$ cat src/ps2mct_pkg.sv
// ----------------------------------------------------------------------------
// ps2mct_pkg
// Shared constants and types for the PS/2 mouse cursor tracker.
// ----------------------------------------------------------------------------
package ps2mct_pkg;

  // Cursor coordinate width
  localparam int COORD_BITS = 13;
  // Width of the screen extent registers
  localparam int CFG_BITS   = 14;
  // Signed width for position arithmetic: covers extent, coordinate and delta
  localparam int POS_BITS   = ((CFG_BITS > COORD_BITS) ? CFG_BITS : COORD_BITS) + 3;
  // Signed movement range is -510..+510
  localparam int DELTA_BITS = 10;

  // Result payload layout
  localparam int RES_BITS   = 2 * COORD_BITS + 3;
  localparam int TDATA_BITS = ((RES_BITS + 7) / 8) * 8;

  // Register indexes
  localparam logic REG_WIDTH  = 1'b0;
  localparam logic REG_HEIGHT = 1'b1;

  localparam logic [CFG_BITS-1:0] WIDTH_RESET  = CFG_BITS'(1024);
  localparam logic [CFG_BITS-1:0] HEIGHT_RESET = CFG_BITS'(768);

  // Header bit positions
  localparam int HDR_LEFT   = 0;
  localparam int HDR_RIGHT  = 1;
  localparam int HDR_MIDDLE = 2;
  localparam int HDR_SYNC   = 3;
  localparam int HDR_XSIGN  = 4;
  localparam int HDR_YSIGN  = 5;
  localparam int HDR_XOVF   = 6;
  localparam int HDR_YOVF   = 7;

  // Packet byte position
  typedef enum logic [1:0] {
    PH_HEAD = 2'd0,
    PH_X    = 2'd1,
    PH_Y    = 2'd2,
    PH_BAD  = 2'd3
  } phase_t;

  // One cursor result
  typedef struct packed {
    logic                  middle_button;
    logic                  right_button;
    logic                  left_button;
    logic [COORD_BITS-1:0] cursor_y;
    logic [COORD_BITS-1:0] cursor_x;
  } result_t;

endpackage

$ cat src/ps2mct_axis.sv
// ----------------------------------------------------------------------------
// ps2mct_axis
// Applies one axis movement byte to a coordinate and clamps it to the screen.
// ----------------------------------------------------------------------------
module ps2mct_axis
  import ps2mct_pkg::*;
(
  input  logic [COORD_BITS-1:0] cur,
  input  logic [7:0]            raw,
  input  logic                  neg,
  input  logic                  ovf,
  input  logic                  invert,
  input  logic [CFG_BITS-1:0]   extent,
  output logic [COORD_BITS-1:0] nxt
);

  logic signed [DELTA_BITS-1:0] base;
  logic signed [DELTA_BITS-1:0] delta;
  logic signed [POS_BITS-1:0]   delta_ext;
  logic signed [POS_BITS-1:0]   cur_ext;
  logic signed [POS_BITS-1:0]   pos;
  logic [CFG_BITS-1:0]          lim_raw;
  logic [POS_BITS-1:0]          lim;
  logic [POS_BITS-1:0]          mask;

  // Decode signed movement; a set sign bit with a zero byte and no overflow moves by zero
  always_comb begin
    if (!neg) begin
      base  = signed'(DELTA_BITS'(raw));
      delta = ovf ? base + DELTA_BITS'(255) : base;
    end else begin
      base  = (raw == 8'd0) ? '0 : signed'(DELTA_BITS'(raw)) - DELTA_BITS'(256);
      delta = ovf ? base - DELTA_BITS'(255) : base;
    end
  end

  // Add or subtract the movement
  assign delta_ext = {{(POS_BITS-DELTA_BITS){delta[DELTA_BITS-1]}}, delta};
  assign cur_ext   = signed'(POS_BITS'(cur));
  assign pos       = invert ? cur_ext - delta_ext : cur_ext + delta_ext;

  // Clamp limit: extent minus one, zero extent treated as one, capped at range
  assign lim_raw = (extent == '0) ? '0 : extent - CFG_BITS'(1);
  assign mask    = POS_BITS'({COORD_BITS{1'b1}});
  assign lim     = (POS_BITS'(lim_raw) > mask) ? mask : POS_BITS'(lim_raw);

  always_comb begin
    if (pos[POS_BITS-1]) begin
      nxt = '0;
    end else if (unsigned'(pos) > lim) begin
      nxt = lim[COORD_BITS-1:0];
    end else begin
      nxt = pos[COORD_BITS-1:0];
    end
  end

endmodule

$ cat src/ps2mct_out_reg.sv
// ----------------------------------------------------------------------------
// ps2mct_out_reg
// Result register on the master side; frees itself as its transaction ends.
// ----------------------------------------------------------------------------
module ps2mct_out_reg
  import ps2mct_pkg::*;
(
  input  logic                  clk,
  input  logic                  rst,
  input  logic                  load,
  input  result_t               res,
  output logic                  free,
  output logic                  m_tvalid,
  input  logic                  m_tready,
  output logic [TDATA_BITS-1:0] m_tdata
);

  result_t held;

  assign free = !m_tvalid || m_tready;

  // Hold valid until the transaction completes
  always_ff @(posedge clk) begin
    if (rst) begin
      m_tvalid <= 1'b0;
    end else if (free) begin
      m_tvalid <= load;
    end
  end

  // Capture payload
  always_ff @(posedge clk) begin
    if (free && load) begin
      held <= res;
    end
  end

  assign m_tdata = TDATA_BITS'(held);

endmodule

$ cat src/ps2_mouse_packet_cursor_tracker.sv
// ----------------------------------------------------------------------------
// ps2_mouse_packet_cursor_tracker
// Collects three-byte PS/2 mouse packets and tracks a clamped cursor.
// ----------------------------------------------------------------------------
// Channel   Dir  Payload
// s_*       in   tdata[7:0] rx_byte
// m_*       out  tdata: cursor_x, cursor_y, left, right, middle (low bit up)
// cfg_*     in   index 0 screen_width, index 1 screen_height
//
// One byte is accepted per cycle except while a packet's last byte waits. A
// byte is registered, then decoded in the next cycle; the third byte of a
// packet loads the result register from there. Only a byte that completes a
// packet waits on a full result register. Reset (synchronous) empties both
// registers, restarts packet framing and sets the cursor to the origin.
// ----------------------------------------------------------------------------
module ps2_mouse_packet_cursor_tracker
  import ps2mct_pkg::*;
(
  input  logic                  clk,
  input  logic                  rst,
  input  logic                  cfg_we,
  input  logic                  cfg_index,
  input  logic [CFG_BITS-1:0]   cfg_wdata,
  input  logic                  s_tvalid,
  output logic                  s_tready,
  input  logic [7:0]            s_tdata,   // [7:0] rx_byte
  output logic                  m_tvalid,
  input  logic                  m_tready,
  // [12:0] cursor_x, [25:13] cursor_y, [26] left_button, [27] right_button,
  // [28] middle_button, rest zero
  output logic [TDATA_BITS-1:0] m_tdata
);

  logic [CFG_BITS-1:0]   screen_width;
  logic [CFG_BITS-1:0]   screen_height;
  logic                  in_valid;
  logic [7:0]            in_byte;
  phase_t                phase;
  phase_t                phase_next;
  logic [7:0]            header_byte;
  logic [7:0]            x_delta_byte;
  logic [COORD_BITS-1:0] cursor_col;
  logic [COORD_BITS-1:0] cursor_row;
  logic [COORD_BITS-1:0] col_next;
  logic [COORD_BITS-1:0] row_next;
  logic                  take_header;
  logic                  take_x;
  logic                  emit;
  logic                  out_free;
  logic                  advance;
  result_t               res;

  // Configuration registers
  always_ff @(posedge clk) begin
    if (rst) begin
      screen_width  <= WIDTH_RESET;
      screen_height <= HEIGHT_RESET;
    end else if (cfg_we) begin
      unique case (cfg_index)
        REG_WIDTH:  screen_width  <= cfg_wdata;
        REG_HEIGHT: screen_height <= cfg_wdata;
        default:    ;
      endcase
    end
  end

  // Input register
  assign advance  = in_valid && (!emit || out_free);
  assign s_tready = !in_valid || advance;

  always_ff @(posedge clk) begin
    if (rst) begin
      in_valid <= 1'b0;
    end else if (s_tready) begin
      in_valid <= s_tvalid;
    end
  end

  always_ff @(posedge clk) begin
    if (s_tready) begin
      in_byte <= s_tdata;
    end
  end

  // Next packet position
  always_comb begin
    unique case (phase)
      PH_HEAD: phase_next = in_byte[HDR_SYNC] ? PH_X : PH_HEAD;
      PH_X:    phase_next = PH_Y;
      PH_Y:    phase_next = PH_HEAD;
      default: phase_next = PH_HEAD;
    endcase
  end

  // Per-position actions
  always_comb begin
    take_header = 1'b0;
    take_x      = 1'b0;
    emit        = 1'b0;
    unique case (phase)
      PH_HEAD: take_header = in_valid && in_byte[HDR_SYNC];
      PH_X:    take_x      = in_valid;
      PH_Y:    emit        = in_valid;
      default: ;
    endcase
  end

  always_ff @(posedge clk) begin
    if (rst) begin
      phase <= PH_HEAD;
    end else if (advance) begin
      phase <= phase_next;
    end
  end

  // Hold packet bytes
  always_ff @(posedge clk) begin
    if (rst) begin
      header_byte  <= '0;
      x_delta_byte <= '0;
    end else if (advance) begin
      if (take_header) begin
        header_byte <= in_byte;
      end
      if (take_x) begin
        x_delta_byte <= in_byte;
      end
    end
  end

  // Axis updates
  ps2mct_axis u_axis_x (
    .cur    (cursor_col),
    .raw    (x_delta_byte),
    .neg    (header_byte[HDR_XSIGN]),
    .ovf    (header_byte[HDR_XOVF]),
    .invert (1'b0),
    .extent (screen_width),
    .nxt    (col_next)
  );

  ps2mct_axis u_axis_y (
    .cur    (cursor_row),
    .raw    (in_byte),
    .neg    (header_byte[HDR_YSIGN]),
    .ovf    (header_byte[HDR_YOVF]),
    .invert (1'b1),
    .extent (screen_height),
    .nxt    (row_next)
  );

  // Advance the kept cursor on a finished packet
  always_ff @(posedge clk) begin
    if (rst) begin
      cursor_col <= '0;
      cursor_row <= '0;
    end else if (advance && emit) begin
      cursor_col <= col_next;
      cursor_row <= row_next;
    end
  end

  assign res.cursor_x      = col_next;
  assign res.cursor_y      = row_next;
  assign res.left_button   = header_byte[HDR_LEFT];
  assign res.right_button  = header_byte[HDR_RIGHT];
  assign res.middle_button = header_byte[HDR_MIDDLE];

  ps2mct_out_reg u_out (
    .clk      (clk),
    .rst      (rst),
    .load     (advance && emit),
    .res      (res),
    .free     (out_free),
    .m_tvalid (m_tvalid),
    .m_tready (m_tready),
    .m_tdata  (m_tdata)
  );

endmodule

$ cat config.mk
export PLATFORM = sky130hd
export DESIGN_NAME = ps2_mouse_packet_cursor_tracker
export DESIGN_NICKNAME = d
export VERILOG_FILES = /design/src/ps2mct_pkg.sv /design/src/ps2mct_axis.sv /design/src/ps2mct_out_reg.sv /design/src/ps2_mouse_packet_cursor_tracker.sv
export SDC_FILE = /design/constraint.sdc
export NUM_CORES = 1
export LEC_CHECK = 0
export BUFFER_PORTS_ARGS = -buffer_cell sky130_fd_sc_hd__buf_2
export CAP_MARGIN = 0
export CORE_MARGIN = 2
export CORE_UTILIZATION = 30
export DETAILED_ROUTE_END_ITERATION = 6
export GPL_TIMING_DRIVEN = 0
export PLACE_DENSITY_LB_ADDON = 0.08
export SETUP_SLACK_MARGIN = 0.1
export SYNTH_ARGS = -nofsm -noshare
export SYNTH_HDL_FRONTEND = slang
export SYNTH_SLANG_ARGS = --single-unit
$ cat constraint.sdc
create_clock -name clk -period 6.5 [get_ports clk]
set_input_delay 1.3 -clock clk [delete_from_list [all_inputs] [get_ports clk]]
set_output_delay 1.3 -clock clk [all_outputs]
set_load 0.005 [all_outputs]
# Word level (Yosys, flattened, before mapping)
# Index checks and enable logic that the tools add are counted.
# word_totals
wordCells,72
reg_bits,111
inputBits,28
# op_classes
reduce_logical,19
addsub,10
muxes,21
bitwise,1
n_lt_le_gt_ge,4
n_eq_ne,2
# ops
cell,n
10-bit 2-to-1 mux,8
14-bit 2-to-1 mux,4
13-bit 2-to-1 mux,4
17-bit greater-than comparator,2
14-bit by 13-bit greater-than comparator with 1-bit output (second input constant),2
14-bit logical NOT,2
14-bit by 1-bit subtractor with 14-bit output (second input constant),2
10-bit by 9-bit subtractor with 10-bit output (second input constant),2
8-bit by 9-bit subtractor with 10-bit output (second input constant),2
8-bit by 8-bit adder with 9-bit output (second input constant),2
8-bit logical NOT,2
14-bit by 10-bit adder with 15-bit output,1
14-bit by 10-bit subtractor with 15-bit output,1
2-bit AND reduction,4
1-bit logical AND,4
1-bit 2-to-1 mux,4
2-bit case mux with 2 select lines,1
1-bit logical NOT,3
1-bit logical OR,3
2-bit by 1-bit == test with 1-bit output (second input constant),1
2-bit == test (second input constant),1
2-bit logical NOT,1
1-bit inverter,1

# Depth between registers and ports, before layout
# Gate-level depths: netlist (run 1).
# depth
depth_word,9
mapped_depth,27
depth_no_buf,25

# By module
# Synthesis (run 1) repeated with hierarchy kept, for this count alone.
# unflattened
cells_unflattened,1013
hier_area_um2,8511.9
# modules_own_cells
module,area_each_um2,seq_area_each_um2,cells_per_inst,instances
ps2_mouse_packet_cursor_tracker,2787.7,1681.6,318,1
ps2mct_axis (u_axis_y),2417.3,0.0,331,1
ps2mct_axis (u_axis_x),2354.8,0.0,326,1
ps2mct_out_reg,952.2,890.9,38,1

# Least setup slack after synthesis (run 1)
# OpenSTA, ideal clock, no wires.
# synth_timing
kind,register to register
startpoint,register in_byte[0]
endpoint,"register u_out.held, in the netlist u_out.m_tdata[16] (data pin)"
path_buffers,2
t_arrival_ns,5.223
slack_ns,1.011
stages_incl_launch_ff,28
setup_ns,0.266
cell_sequence,edfxtp_1 -> inv_1 -> ha_1 -> nand2b_1 -> or4_4 -> nor3_1 -> nand2_1 -> nand2_1 -> xnor2_1 -> ha_1 -> inv_1 -> fa_1 -> a211oi_1 -> o21a_1 -> nor4_1 -> o22ai_1 -> xnor2_1 -> inv_1 -> ha_1 -> and3_1 -> nand3_1 -> or4_1 -> a21boi_1 -> or2_1 -> clkbuf_1 -> buf_2 -> mux2i_1 -> nor2_1
# synth_between
elab_chain_len,9
elab_cells_between_ends,12
# synth_rtl
item,line_no,source
"start, declared",ps2_mouse_packet_cursor_tracker.sv:37,logic [7:0] in_byte;
"start signal, assigned",ps2_mouse_packet_cursor_tracker.sv:81,in_byte <= s_tdata;
8-bit by 9-bit subtractor with 10-bit output / 8-bit logical NOT (equally long branches),ps2mct_axis.sv:32,base = (raw == 8'd0) ? '0 : signed'(DELTA_BITS'(raw)) - DELTA_BITS'(256);
10-bit 2-to-1 mux,ps2mct_axis.sv:32,
10-bit by 9-bit subtractor with 10-bit output,ps2mct_axis.sv:33,delta = ovf ? base - DELTA_BITS'(255) : base;
10-bit 2-to-1 mux,ps2mct_axis.sv:33,
10-bit 2-to-1 mux (*),ps2mct_axis.sv:28,if (!neg) begin
14-bit by 10-bit subtractor with 15-bit output (*),ps2mct_axis.sv:40,assign pos = invert ? cur_ext - delta_ext : cur_ext + delta_ext;
17-bit greater-than comparator,ps2mct_axis.sv:50,end else if (unsigned'(pos) > lim) begin
13-bit 2-to-1 mux,ps2mct_axis.sv:50,
13-bit 2-to-1 mux (*),ps2mct_axis.sv:48,if (pos[POS_BITS-1]) begin
via row_next[3],ps2_mouse_packet_cursor_tracker.sv:45,logic [COORD_BITS-1:0] row_next;
"end signal, assigned",ps2mct_out_reg.sv:34,held <= res;
"end, declared",ps2mct_out_reg.sv:18,result_t held;
# The timed path passes the listed nets; every way through them passes the cells marked *.
# A chain may end at the register's enable or synchronous reset.

# Worst setup path after layout (run 1)
# layout_timing
startpoint,register in_byte[0]
endpoint,"register u_out.held, in the netlist u_out.m_tdata[17] (data pin)"
# The elaborated chain is that of the path after synthesis.

==> reports/results.tsv, run 1 <==
stage	metric	value	unit
setup_path	crit_path_max_incr_delay	0.56	ns
synth	synth_enable_flop_cells	37	
worst_hold_path	hp-class	flop to flop	
synth	post_synth_instance_area	7620	um^2
finish	layout-drive-gt1-share	0.133	
pwr	seq_power_share	0.453	
route	number_of_detailed_route_iterations_in_the_first_pass	5	
synth	synthCells	895	
route	met1_wl	11800	um
route	num_vias	6522	
clock_tree	max-clock-path-buffers	2	
synth	synth_top_area_frac	0.192	
route	drt_drc_violations_left	0	
finish	n_antenna_cell	0	
synth	yosysTopAreaCell	sky130_fd_sc_hd__dfxtp_1	
synth	xor_xnor_fraction_of_synth_area	0.0620	
synth	synth_compound_gate_area_share	0.178	
route	1st_iter_drt_viols	357	
global_routing	grt-ovfl-total	0	
finish	finish.instance_area	8760	um^2
floorplan	core_area	25000	um^2
setup_path	crit_path_start_kind	flop	
pwr	pwr_density_cell	186	nW/um^2
sta	finalCritPeriodShare	0.934	
clock_tree	clock-root-buffer	sky130_fd_sc_hd__clkbuf_16	
sta	fmax	165	MHz
setup_path	worstReg2RegStart	in_byte[0]	
route	ant_nets	0	
route	top_signal_layer_used	met4	
clock_tree	cts_tree	built	
floorplan	dieWidth	163	um
clock_tree	cts.sinks	110	
sta	clock-skew-final	0.0132	ns
sta	rsz0062_at_grt	true	
synth	synth_top_family_by_area	simple AND/OR/NAND/NOR gates	
sta	timing.max_slew.rel_slack	0.385	
placement	gp_congestion	0.807	
synth	synth-adder-area-share	0.104	
route	route.detailed.vias_per_inst	4.99	
floorplan	rows	58	
finish	area_delta_synth_final	15.0	%
synth	ys_top_cells_by_area	sky130_fd_sc_hd__dfxtp_1 (19%), sky130_fd_sc_hd__edfxtp_1 (15%), sky130_fd_sc_hd__ha_1 (9.8%)	
floorplan	die_height	163	um
setup_path	worst_path_most_repeated_cell	sky130_fd_sc_hd__ha_1	
route	met3_wirelength	660	um
sta	finalWorstPathRequiredPeriod	6.07	ns
finish	nNetsFinal	1062	
setup_path	crit_path_start	in_byte[0]	
setup_path	crit_slowest_cell	sky130_fd_sc_hd__or4_1	
synth	synth-seq-area-share	0.337	
setup_path	required_arrival_time_at_the_worst_endpoint	6.58	ns
global_routing	grt_pass1_vias	6105	
pwr	switching_share	0.311	
pwr	share_of_power_burned_in_the_clock_network	0.333	
setup_path	crit_reg_reg_endpoint	u_out.m_tdata[17]	
synth	postSynthRegisterBits	110	
route	met2RoutedLength	9530	um
pwr	comb_power_share	0.215	
global_routing	pin_count_of_the_biggest_net_entering_global_routing	33	
placement	place.detailed.hpwl	17800	um
synth	ys.warnings.count	0	
route	post_dr_wirelength_cell	17.0	um
sta	hold_violations	0	
placement	post_dp_cell_area	8350	um^2
pwr	total_leakage_power	3.50	nW
sta	setup_viol	0	
floorplan	die_area	26700	um^2
sta	finalMaxSlewViolations	0	
setup_path	ff2ff_setup_slack	0.43	ns
run	timing.max_cap.violations	0	
setup_path	worstSetupPathType	flop to flop	
synth	syn-mean-instance-area	8.52	um^2
clock_tree	cts_clk_pin_slew_worst_paths	0.08	ns
placement	buffer_ports.inserted	57	
outcome	status	completed	
floorplan	initial_core_util	0.304	
synth	post_synth_cell_types	78	
setup_path	critical_path.endpoint	u_out.m_tdata[17]	
global_routing	grt_first_pass_wirelength	34800	um
clock_tree	cts_made_buffers	9	
pwr	total_switching_power	0.507	mW
clock_tree	worstSkewPairLatency	0.36	ns
clock_tree	cts-htree-levels	3	
pwr	totalPowerFinal	1.63	mW
setup_path	timing.critical_path.cells	inv_2 -> ha_1 -> nand2b_1 -> or4_4 -> nor3_4 -> nand2_1 -> a31oi_1 -> ha_1 -> nor2b_1 -> o2111ai_1 -> nand3b_1 -> a311o_1 -> a21oi_1 -> o21bai_1 -> xor2_1 -> ha_1 -> nand3_1 -> or4_1 -> a21boi_1 -> or2_1 -> clkbuf_2 -> buf_6 -> mux2i_4 -> nor2_1	
global_routing	grt_antenna_before_repair	0	
floorplan	io_pins	62	
synth	postSynth.asyncResetShare	0	
finish	finalCoreUtilization	0.350	
pwr	ir_drop	98.8	uV
synth	synth_mux_area_frac	0.0483	
synth	synth_simple_gate_area_share	0.215	
sta	worst_pin_slew	0.923	ns
setup_path	crit_path_end_kind	flop	
setup_path	worstRegToRegCells	24	
setup_path	critPathArrivalTime	6.14	ns
global_routing	groute.usage.overall	0.170	
pwr	internal-power	1.12	mW
setup_path	worst-path-max-fanout	10	
synth	synth_top_flop_cell	sky130_fd_sc_hd__dfxtp_1	
route	totalWireLength	22200	um
[cell type report]
| cell class | instances | area (um^2) |
|---|---|---|
| Sequential cell | 110 | 2570 |
| Inverter | 47 | 176 |
| Clock buffer | 10 | 229 |
| Fill cell | 2680 | 16300 |
| Tap cell | 330 | 413 |
| Timing Repair Buffer | 63 | 343 |
| Buffer | 55 | 249 |
| Multi-Input combinational cell | 686 | 4730 |
| Clock inverter | 6 | 47.5 |
[registers in the layout, indices dropped and copies added, names as in the netlist, 2 cells and up]
| name | count |
|---|---|
| cursor_col | 13 |
| cursor_row | 13 |
| header_byte | 7 |
| in_byte | 8 |
| phase | 2 |
| screen_height | 14 |
| screen_width | 14 |
| u_out.m_tdata | 29 |
| x_delta_byte | 8 |
[routing by layer]
layer  global-route usage  up-vias
met1                0.259     3055
met3               0.0188       16
met5                    0        -
met4               0.0418        0
li1                     -     3360
met2                0.255       91
[worst max-delay path, delay by kind of cell, from the launching register on]
kind	cells	cell delay, ns
xor gates and xnor gates	1	0.16
and+or+nand+nor	10	2.15
muxes	1	0.24
DFF	1	0.45
AOI/OAI and AO/OA	6	1.47
buffers and inverters	3	0.44
adders and majority gates	3	0.84
[cells in the mapped netlist, types with 11 or more instances]
| cell type | instances |
|---|---|
| sky130_fd_sc_hd__nor3_1 | 22 |
| sky130_fd_sc_hd__dfxtp_1 | 73 |
| sky130_fd_sc_hd__inv_1 | 46 |
| sky130_fd_sc_hd__nand2_1 | 96 |
| sky130_fd_sc_hd__mux2i_1 | 32 |
| sky130_fd_sc_hd__clkbuf_1 | 39 |
| sky130_fd_sc_hd__xnor2_1 | 40 |
| sky130_fd_sc_hd__a21oi_1 | 66 |
| sky130_fd_sc_hd__edfxtp_1 | 37 |
| sky130_fd_sc_hd__or4_1 | 12 |
| sky130_fd_sc_hd__ha_1 | 60 |
| sky130_fd_sc_hd__o21a_1 | 11 |
| sky130_fd_sc_hd__nand3_1 | 18 |
| sky130_fd_sc_hd__nand2b_1 | 22 |
| sky130_fd_sc_hd__xor2_1 | 14 |
| sky130_fd_sc_hd__nor2b_1 | 11 |
| sky130_fd_sc_hd__nor2_1 | 79 |
| sky130_fd_sc_hd__o21ai_0 | 38 |
| sky130_fd_sc_hd__o32ai_1 | 18 |
[worst min-delay path by stage]
| stage | startpoint | end | slack, ns | cells after the start |
|---|---|---|---|---|
| floorplan | header_byte[2] | u_out.m_tdata[28] | 0.41 | 0 |
| global placement | header_byte[0] | u_out.m_tdata[26] | 0.43 | 0 |
| detailed placement | header_byte[2] | u_out.m_tdata[28] | 0.42 | 0 |
| CTS | header_byte[0] | u_out.m_tdata[26] | 0.43 | 0 |
| global route | header_byte[0] | u_out.m_tdata[26] | 0.43 | 0 |
| finish | header_byte[0] | u_out.m_tdata[26] | 0.43 | 0 |
[placed cells by master, fill, tap and decap left out, types with 11 or more instances in the layout]
master and count:
sky130_fd_sc_hd__nand2_1 96, sky130_fd_sc_hd__nor2_1 79, sky130_fd_sc_hd__dfxtp_1 73, sky130_fd_sc_hd__a21oi_1 65
sky130_fd_sc_hd__buf_2 60, sky130_fd_sc_hd__ha_1 59, sky130_fd_sc_hd__inv_1 44, sky130_fd_sc_hd__xnor2_1 40
sky130_fd_sc_hd__o21ai_0 38, sky130_fd_sc_hd__clkbuf_1 37, sky130_fd_sc_hd__edfxtp_1 37, sky130_fd_sc_hd__mux2i_1 28
sky130_fd_sc_hd__nand2b_1 22, sky130_fd_sc_hd__nor3_1 21, sky130_fd_sc_hd__nand3_1 18, sky130_fd_sc_hd__o32ai_1 17
sky130_fd_sc_hd__xor2_1 14, sky130_fd_sc_hd__or4_1 12, sky130_fd_sc_hd__o21a_1 11, sky130_fd_sc_hd__nor2b_1 11
[through the flow]
| stage | cells | setup WS [ns] | hold WS [ns] | TNS (ns) |
|---|---|---|---|---|
| 6_report | 1307 | 0.431 | 0.429 | 0 |
| 5_1_grt | 1307 | 0.0835 | 0.429 | 0 |
| 4_1_cts | 1302 | 0.105 | 0.427 | 0 |
| 3_5_place_dp | 1286 | -0.0641 | 0.420 | -0.0912 |
| 3_3_place_gp | 1285 | -0.0931 | 0.433 | -0.368 |
| 2_1_floorplan | 898 | 1.01 | 0.408 | 0 |
[kinds of logic after synthesis]
| group | after synthesis |
|---|---|
| buffers and inverters | 102 |
| xor gates and xnor gates | 54 |
| AOI/OAI and AO/OA | 203 |
| other | 2 |
| adders and majority gates | 62 |
| DFF | 110 |
| muxes | 36 |
| and+or+nand+nor | 326 |
[power groups by stage]
stage          Sequential, mW  Clock (mW)  Combinational, mW
2_1_floorplan           0.750           0              0.239
3_3_place_gp            0.755           0              0.338
3_5_place_dp            0.755           0              0.337
4_1_cts                 0.739       0.562              0.342
5_1_grt                 0.742       0.587              0.391
6_report                0.739       0.543              0.350
[timing repair]
| item | CTS | global route |
|---|---|---|
| hold buffers | 0 | 0 |
| gates resized for setup | 7 | 20 |
| endpoints found under the setup margin | 21 | 48 |
| pin swaps | 0 | 5 |
| gates cloned | 0 | 0 |
| setup buffers | 0 | 5 |
Note: power is estimated with default switching activity, not from simulation.
==> inputs of run 2 (changes only) <==
- CORE_ASPECT_RATIO: default -> 1.1
- CORE_UTILIZATION: 30 -> 55
- clock period: 6.5 -> 7.8 ns (I/O delays scaled with it)
==> run 2 against run 1 <==
Sequential power shrank 17%. Maximum frequency fell by 6.0%. Critical endpoint unchanged. Die area down 44%. Critical path type unchanged. Cell count is 11% lower. Register-to-register slack better by 0.91 ns. Routed wire length shrank 16%. Worst hold slack better by 0.0040 ns. Via count rose by 0.38%. Utilization is 27 points higher. Setup slack gained 0.91 ns.
==> reports/results.tsv, run 2 (synthesis results as in run 1) <==
stage	metric	value	unit	change
global_routing	globalRouteMet2Util	0.430		+0.175
floorplan	die_area	14800	um^2	-44%
setup_path	worstSetupPathType	flop to flop		
global_routing	use_met3	0.0337		+0.0149
placement	place.detailed.hpwl	14700	um	-17%
floorplan	die_height	127	um	-22%
sta	timing.max_slew.rel_slack	0.493		+0.108
global_routing	grt-ovfl-total	0		unchanged
sta	rsz0062_at_grt	false		
floorplan	rows	45		-22%
setup_path	crit_reg_reg_endpoint	u_out.m_tdata[17]		
finish	area_delta_synth_final	11.0	%	
pwr	ir_drop	94.2	uV	-4.6%
route	1st_iter_drt_viols	336		-5.9%
worst_hold_path	hold-path-cell-count	0		unchanged
clock_tree	worstSkewPairLatency	0.37	ns	about the same
clock_tree	clock-root-buffer	sky130_fd_sc_hd__clkbuf_16		
placement	buffer_ports.inserted	57		unchanged
sta	setup_viol	0		unchanged
finish	final_common_cell	sky130_fd_sc_hd__nand2_1		
setup_path	crit_path_start_kind	flop		
sta	worst_pin_slew	0.758	ns	-0.164 ns
outcome	status	completed		
run	timing.max_cap.violations	0		unchanged
worst_hold_path	hold_end	u_out.m_tdata[26]		
setup_path	worst-path-max-fanout	10		unchanged
clock_tree	cts.repair_timing.setup_buffer_count	0		unchanged
sta	finalMaxSlewViolations	0		unchanged
sta	hold_violations	0		unchanged
route	post_dr_wirelength_cell	16.2	um	-4.9%
finish	largest_register_ffs	29		unchanged
global_routing	grt_first_pass_wirelength	30000	um	-14%
setup_path	worstRegToRegCells	27		+13%
route	drt_drc_violations_left	0		unchanged
sta	tns	0	ns	unchanged
route	num_vias	6547		+0.38%
finish	layout-drive-gt1-share	0.110		-0.0230
clock_tree	hold_buffer_count_at_cts	0		unchanged
floorplan	core_area	13700	um^2	-45%
route	route.detailed.vias_per_inst	5.64		+13%
finish	n_antenna_cell	0		unchanged
setup_path	ff2ff_setup_slack	1.35	ns	+0.91 ns
route	ant_nets	0		unchanged
sta	clock-skew-final	0.0114	ns	-0.00189 ns
clock_tree	post_cts_gate_resize_count	0		-7
setup_path	worstReg2RegStart	in_byte[1]		
pwr	pwr_density_cell	158	nW/um^2	-15%
global_routing	gr-usage-met1	0.345		+0.0864
global_routing	grt_pass1_vias	5931		-2.9%
placement	gp_congestion	0.943		+17%
clock_tree	cts_made_buffers	9		unchanged
floorplan	initial_core_util	0.557		+0.253
global_routing	groute.usage.overall	0.261		+0.0906
finish	finish.instance_area	8460	um^2	-3.5%
placement	place_inst	1144		-11%
sta	fmax	155	MHz	-6.0%
sta	finalWorstPathRequiredPeriod	6.45	ns	+0.386 ns
finish	nNetsFinal	1057		-0.47%
finish	finish.cell_count_without_fillers	1160		-11%
setup_path	required_arrival_time_at_the_worst_endpoint	7.89	ns	+1.31 ns
clock_tree	cts.sinks	110		unchanged
clock_tree	max-clock-path-buffers	2		unchanged
setup_path	crit_path_end_kind	flop		
worst_hold_path	hp-class	flop to flop		
finish	filler_cells_inserted	1248		-53%
setup_path	critPathArrivalTime	6.55	ns	+0.41 ns
floorplan	io_pins	62		unchanged
route	number_of_detailed_route_iterations_in_the_first_pass	5		unchanged
floorplan	dieWidth	116	um	-29%
placement	post_dp_cell_area	8180	um^2	-2.1%
worst_hold_path	holdCritStartpoint	header_byte[0]		
pwr	totalPowerFinal	1.34	mW	-18%
clock_tree	cts_clk_pin_slew_worst_paths	0.08	ns	about the same
global_routing	pin_count_of_the_biggest_net_entering_global_routing	34		+3.0%
route	totalWireLength	18800	um	-16%
pwr	total_leakage_power	3.48	nW	-0.82%
global_routing	busiest_layer	met2		
clock_tree	cts_tree	built		
finish	layout.cells.most_common_list	sky130_fd_sc_hd__nand2_1 (96), sky130_fd_sc_hd__nor2_1 (79), sky130_fd_sc_hd__dfxtp_1 (73)		
global_routing	grt_antenna_before_repair	0		unchanged
sta	finalCritPeriodShare	0.828		-0.106
clock_tree	cts-htree-levels	3		unchanged
-- run 2: routing by layer --
layer / share of wire / wire length, um / vias to the layer above
li1: - / - / 3355
met1: 0.46 / 8600 / 3040
met2: 0.48 / 8970 / 123
met3: 0.036 / 669 / 29
met4: 0.028 / 532 / 0
met5: 0 / 0 / -
-- run 2: how the worst max path moves through the flow --
stage / to / cells past startpoint / slack, ns / start
floorplan: u_out.m_tdata[16] / 27 / 2.31 / in_byte[0]
global placement: cursor_row[5] / 27 / 1.42 / in_byte[0]
detailed placement: u_out.m_tdata[18] / 27 / 1.49 / in_byte[0]
CTS: u_out.m_tdata[18] / 27 / 1.41 / in_byte[1]
global route: u_out.m_tdata[13] / 27 / 0.83 / in_byte[0]
finish: u_out.m_tdata[17] / 27 / 1.35 / in_byte[1]
-- run 2: report_power, final --
group	switching, mW	total, mW	internal [mW]
clock network	0.229	0.452	0.223
logic	0.165	0.272	0.107
registers	0.0127	0.615	0.602
-- run 2: worst max-delay path, stage by stage, from the launching register on --
cell and delay, ns:
sky130_fd_sc_hd__edfxtp_1 0.46, sky130_fd_sc_hd__inv_1 0.14, sky130_fd_sc_hd__ha_1 0.21, sky130_fd_sc_hd__nand2b_1 0.07, sky130_fd_sc_hd__or4_4 0.45, sky130_fd_sc_hd__nor3_1 0.27, sky130_fd_sc_hd__nand2_1 0.12, sky130_fd_sc_hd__nand2_1 0.11
sky130_fd_sc_hd__xnor2_1 0.14, sky130_fd_sc_hd__ha_1 0.21, sky130_fd_sc_hd__inv_1 0.06, sky130_fd_sc_hd__fa_1 0.41, sky130_fd_sc_hd__a211oi_1 0.36, sky130_fd_sc_hd__o21a_1 0.24, sky130_fd_sc_hd__nor4_1 0.10, sky130_fd_sc_hd__o22ai_1 0.18
sky130_fd_sc_hd__xnor2_1 0.17, sky130_fd_sc_hd__inv_1 0.07, sky130_fd_sc_hd__ha_1 0.29, sky130_fd_sc_hd__and3_1 0.15, sky130_fd_sc_hd__nand3_1 0.11, sky130_fd_sc_hd__or4_1 0.57, sky130_fd_sc_hd__a21boi_1 0.21, sky130_fd_sc_hd__or2_1 0.24
sky130_fd_sc_hd__clkbuf_1 0.18, sky130_fd_sc_hd__buf_2 0.25, sky130_fd_sc_hd__mux2i_1 0.31, sky130_fd_sc_hd__nor2_1 0.09
-- run 2: stage by stage --
| stage | utilization | hold slack (ns) | setup slack (ns) |
|---|---|---|---|
| 3_5_place_dp | 0.598 | 0.418 | 1.49 |
| 4_1_cts | 0.618 | 0.436 | 1.41 |
| 2_1_floorplan | - | 0.408 | 2.31 |
| 6_report | 0.618 | 0.433 | 1.35 |
| 5_1_grt | 0.618 | 0.451 | 0.828 |
| 3_3_place_gp | 0.596 | 0.420 | 1.42 |
-- run 2: cell type report --
| class | count | area [um^2] | share of cell area |
|---|---|---|---|
| multi-input cells | 686 | 4650 | 0.550 |
| flip-flops and latches | 110 | 2570 | 0.304 |
| repair buffers | 58 | 305 | 0.0361 |
| plain buffers | 55 | 236 | 0.0280 |
| well taps | 188 | 235 | 0.0278 |
| clock buffers | 10 | 229 | 0.0271 |
| inverters | 47 | 176 | 0.0209 |
| clock inverters | 6 | 53.8 | 0.00636 |
==> inputs of run 3 (changes only) <==
- ABC_AREA: default -> 1
- clock period: 7.8 -> 5.6 ns (I/O delays scaled with it)
==> run 3 against run 2 <==
Total power increased by 53%. Die area increased by 3.1%. Setup slack got worse by 0.71 ns. Maximum frequency increased by 30%. Critical path type unchanged.
==> reports/results.tsv, run 3 <==
stage	metric	value	unit	change
clock_tree	cts_tree	built		
sta	tns	0	ns	unchanged
setup_path	worst_path_most_repeated_cell	sky130_fd_sc_hd__nand2_1		
setup_path	crit_path_start_kind	flop		
synth	yosysTopAreaCell	sky130_fd_sc_hd__dfxtp_1		
global_routing	grt_first_pass_wirelength	31000	um	+3.3%
sta	worst_pin_slew	0.777	ns	+0.0186 ns
route	route.detailed.vias_per_inst	5.23		-7.4%
route	1st_iter_drt_viols	435		+29%
setup_path	crit_path_max_incr_delay	0.48	ns	-0.09 ns
global_routing	grt-ovfl-total	0		unchanged
floorplan	die_area	15300	um^2	+3.1%
finish	layout-drive-gt1-share	0.176		+0.0663
placement	gp_congestion	0.886		-6.1%
synth	synthCells	1056		+18%
finish	nNetsFinal	1219		+15%
synth	ys.warnings.count	0		unchanged
floorplan	initial_core_util	0.566		+0.00870
route	met2RoutedLength	9110	um	+1.6%
setup_path	crit_slowest_cell	sky130_fd_sc_hd__edfxtp_1		
synth	postSynthRegisterBits	110		unchanged
sta	finalWorstPathRequiredPeriod	4.96	ns	-1.49 ns
sta	clock-skew-final	0.0101	ns	-0.00124 ns
clock_tree	max-clock-path-buffers	2		unchanged
pwr	totalPowerFinal	2.05	mW	+53%
run	timing.max_cap.violations	0		unchanged
sta	hold_violations	0		unchanged
pwr	ir_drop	147	uV	+56%
floorplan	rows	45		unchanged
placement	post_dp_cell_area	8430	um^2	+3.1%
floorplan	die_height	129	um	+1.6%
route	number_of_detailed_route_iterations_in_the_first_pass	5		unchanged
floorplan	dieWidth	118	um	+1.5%
setup_path	crit_path_end_kind	flop		
finish	final_common_cell	sky130_fd_sc_hd__nand2_1		
setup_path	worst-path-max-fanout	10		unchanged
synth	synth.top_cells.by_count	sky130_fd_sc_hd__nand2_1 (192), sky130_fd_sc_hd__inv_1 (142), sky130_fd_sc_hd__o21ai_0 (85)		
finish	largest_register_ffs	29		unchanged
synth	ys_top_cells_by_area	sky130_fd_sc_hd__dfxtp_1 (19%), sky130_fd_sc_hd__edfxtp_1 (14%), sky130_fd_sc_hd__ha_1 (9.5%)		
clock_tree	hold_buffer_count_at_cts	0		unchanged
setup_path	worstSetupPathType	flop to flop		
clock_tree	cts-htree-levels	3		unchanged
global_routing	grt_pass1_vias	6582		+11%
sta	finalCritPeriodShare	0.887		+0.0590
finish	multi_input_comb_area	4470	um^2	-3.8%
synth	most_frequent_cell_after_synthesis	sky130_fd_sc_hd__nand2_1		
synth	synth_enable_flop_cells	37		unchanged
synth	syn-mean-instance-area	7.45	um^2	-13%
clock_tree	cts.repair_timing.setup_buffer_count	0		unchanged
sta	whs	0.436	ns	+0.00315 ns
finish	n_antenna_cell	0		unchanged
floorplan	core_area	13900	um^2	+1.6%
floorplan	io_pins	62		unchanged
synth	synth_top_flop_cell	sky130_fd_sc_hd__dfxtp_1		
pwr	total_leakage_power	4.33	nW	+24%
synth	synth-seq-area-share	0.327		-0.0106
route	drt_drc_violations_left	0		unchanged
pwr	pwr_density_cell	234	nW/um^2	+48%
clock_tree	cts.sinks	110		unchanged
placement	dp_worst_setup_slack	0.573	ns	-0.912 ns
finish	finish.instance_area	8730	um^2	+3.3%
placement	buffer_ports.inserted	58		+1.8%
placement	place.detailed.hpwl	14700	um	-0.24%
outcome	status	completed		
synth	post_synth_instance_area	7870	um^2	+3.2%
clock_tree	cts_clk_pin_slew_worst_paths	0.08	ns	about the same
clock_tree	cts_made_buffers	9		unchanged
sta	fmax	201	MHz	+30%
route	post_dr_wirelength_cell	14.2	um	-12%
finish	filler_cells_inserted	1330		+6.6%
route	ant_nets	0		unchanged
global_routing	groute.usage.overall	0.253		-0.00810
setup_path	critPathArrivalTime	5.08	ns	-1.47 ns
route	totalWireLength	18800	um	about the same
clock_tree	clock-root-buffer	sky130_fd_sc_hd__clkbuf_16		
finish	area_delta_synth_final	11.0	%	about the same
finish	sequential_area	2570	um^2	unchanged
sta	rsz0062_at_grt	false		
synth	synth_top_area_frac	0.186		-0.00601
sta	finalWorstSetupSlack	0.635	ns	-0.710 ns
global_routing	pin_count_of_the_biggest_net_entering_global_routing	29		-15%
global_routing	grt_antenna_before_repair	0		unchanged
synth	post_synth_cell_types	55		-29%
route	met3_wirelength	580	um	-13%
finish	layout.cells.most_common_list	sky130_fd_sc_hd__nand2_1 (192), sky130_fd_sc_hd__inv_1 (142), sky130_fd_sc_hd__o21ai_0 (85)		
synth	postSynth.asyncResetShare	0		unchanged
sta	timing.max_slew.rel_slack	0.482		-0.0107
clock_tree	worstSkewPairLatency	0.37	ns	about the same
worst_hold_path	hp-class	flop to flop		
sta	finalMaxSlewViolations	0		unchanged
setup_path	required_arrival_time_at_the_worst_endpoint	5.72	ns	-2.17 ns
route	top_signal_layer_used	met4		
route	num_vias	6911		+5.6%
route	met1_wl	8600	um	about the same
sta	setup_viol	0		unchanged
## run 3: cells by family after synthesis
logic type,Yosys count,share of synthesized area
buffers and inverters,207,0.106
other,2,0.000954
AO/OA/AOI/OAI,211,0.159
AND/OR/NAND/NOR,412,0.248
flip-flops,110,0.327
adder cells (fa/ha/maj),62,0.100
XOR/XNOR,52,0.0588
## run 3: power by group
part,switching [mW],internal [mW]
clock network,0.326,0.355
logic,0.313,0.178
registers,0.0256,0.849
total,0.665,1.38
## run 3: metal layers
metal  global-route usage  vias to the layer above
met5                    0                        -
met4               0.0921                        0
met3               0.0352                       32
met2                0.452                      113
met1                0.314                     3165
li1                     -                     3601
## run 3: final timing paths
kind	slack [ns]	startpoint	to	cells after the start
worst max-delay path	0.64	in_byte[0]	u_out.m_tdata[22]	28
worst max register to register	0.64	in_byte[0]	u_out.m_tdata[22]	28
worst min-delay path	0.44	header_byte[0]	u_out.m_tdata[26]	0
worst min register to register	0.44	header_byte[0]	u_out.m_tdata[26]	0
## run 3: worst max-delay path: cells and delay by family, from the launching register on
family                   cells  cell delay [ns]
AND/OR/NAND/NOR             13             1.35
adder cells (fa/ha/maj)      4             1.16
AO/OA/AOI/OAI                5             0.94
buffers and inverters        5             0.57
flip-flops                   1             0.48
XOR/XNOR                     1             0.22
## run 3: final cells by class
| cell class | instances | share of cell area |
|---|---|---|
| tap | 188 | 0.0269 |
| clock inverter | 7 | 0.00917 |
| clock buffer | 9 | 0.0258 |
| timing repair buffer | 59 | 0.0355 |
| buffer | 35 | 0.0218 |
| inverter | 172 | 0.0742 |
| multi-input combinational | 742 | 0.512 |
| sequential | 110 | 0.295 |
## run 3: repair_timing
action,CTS,global route
hold endpoints to repair,0,0
resized for setup,0,2
setup endpoints to repair,0,2
## run 3: through the flow
stage	utilization	cells
after CTS	0.628	1322
final	0.628	1322
after floorplan	-	1059
after global placement	0.604	1305
after global routing	0.628	1322
after detailed placement	0.606	1306
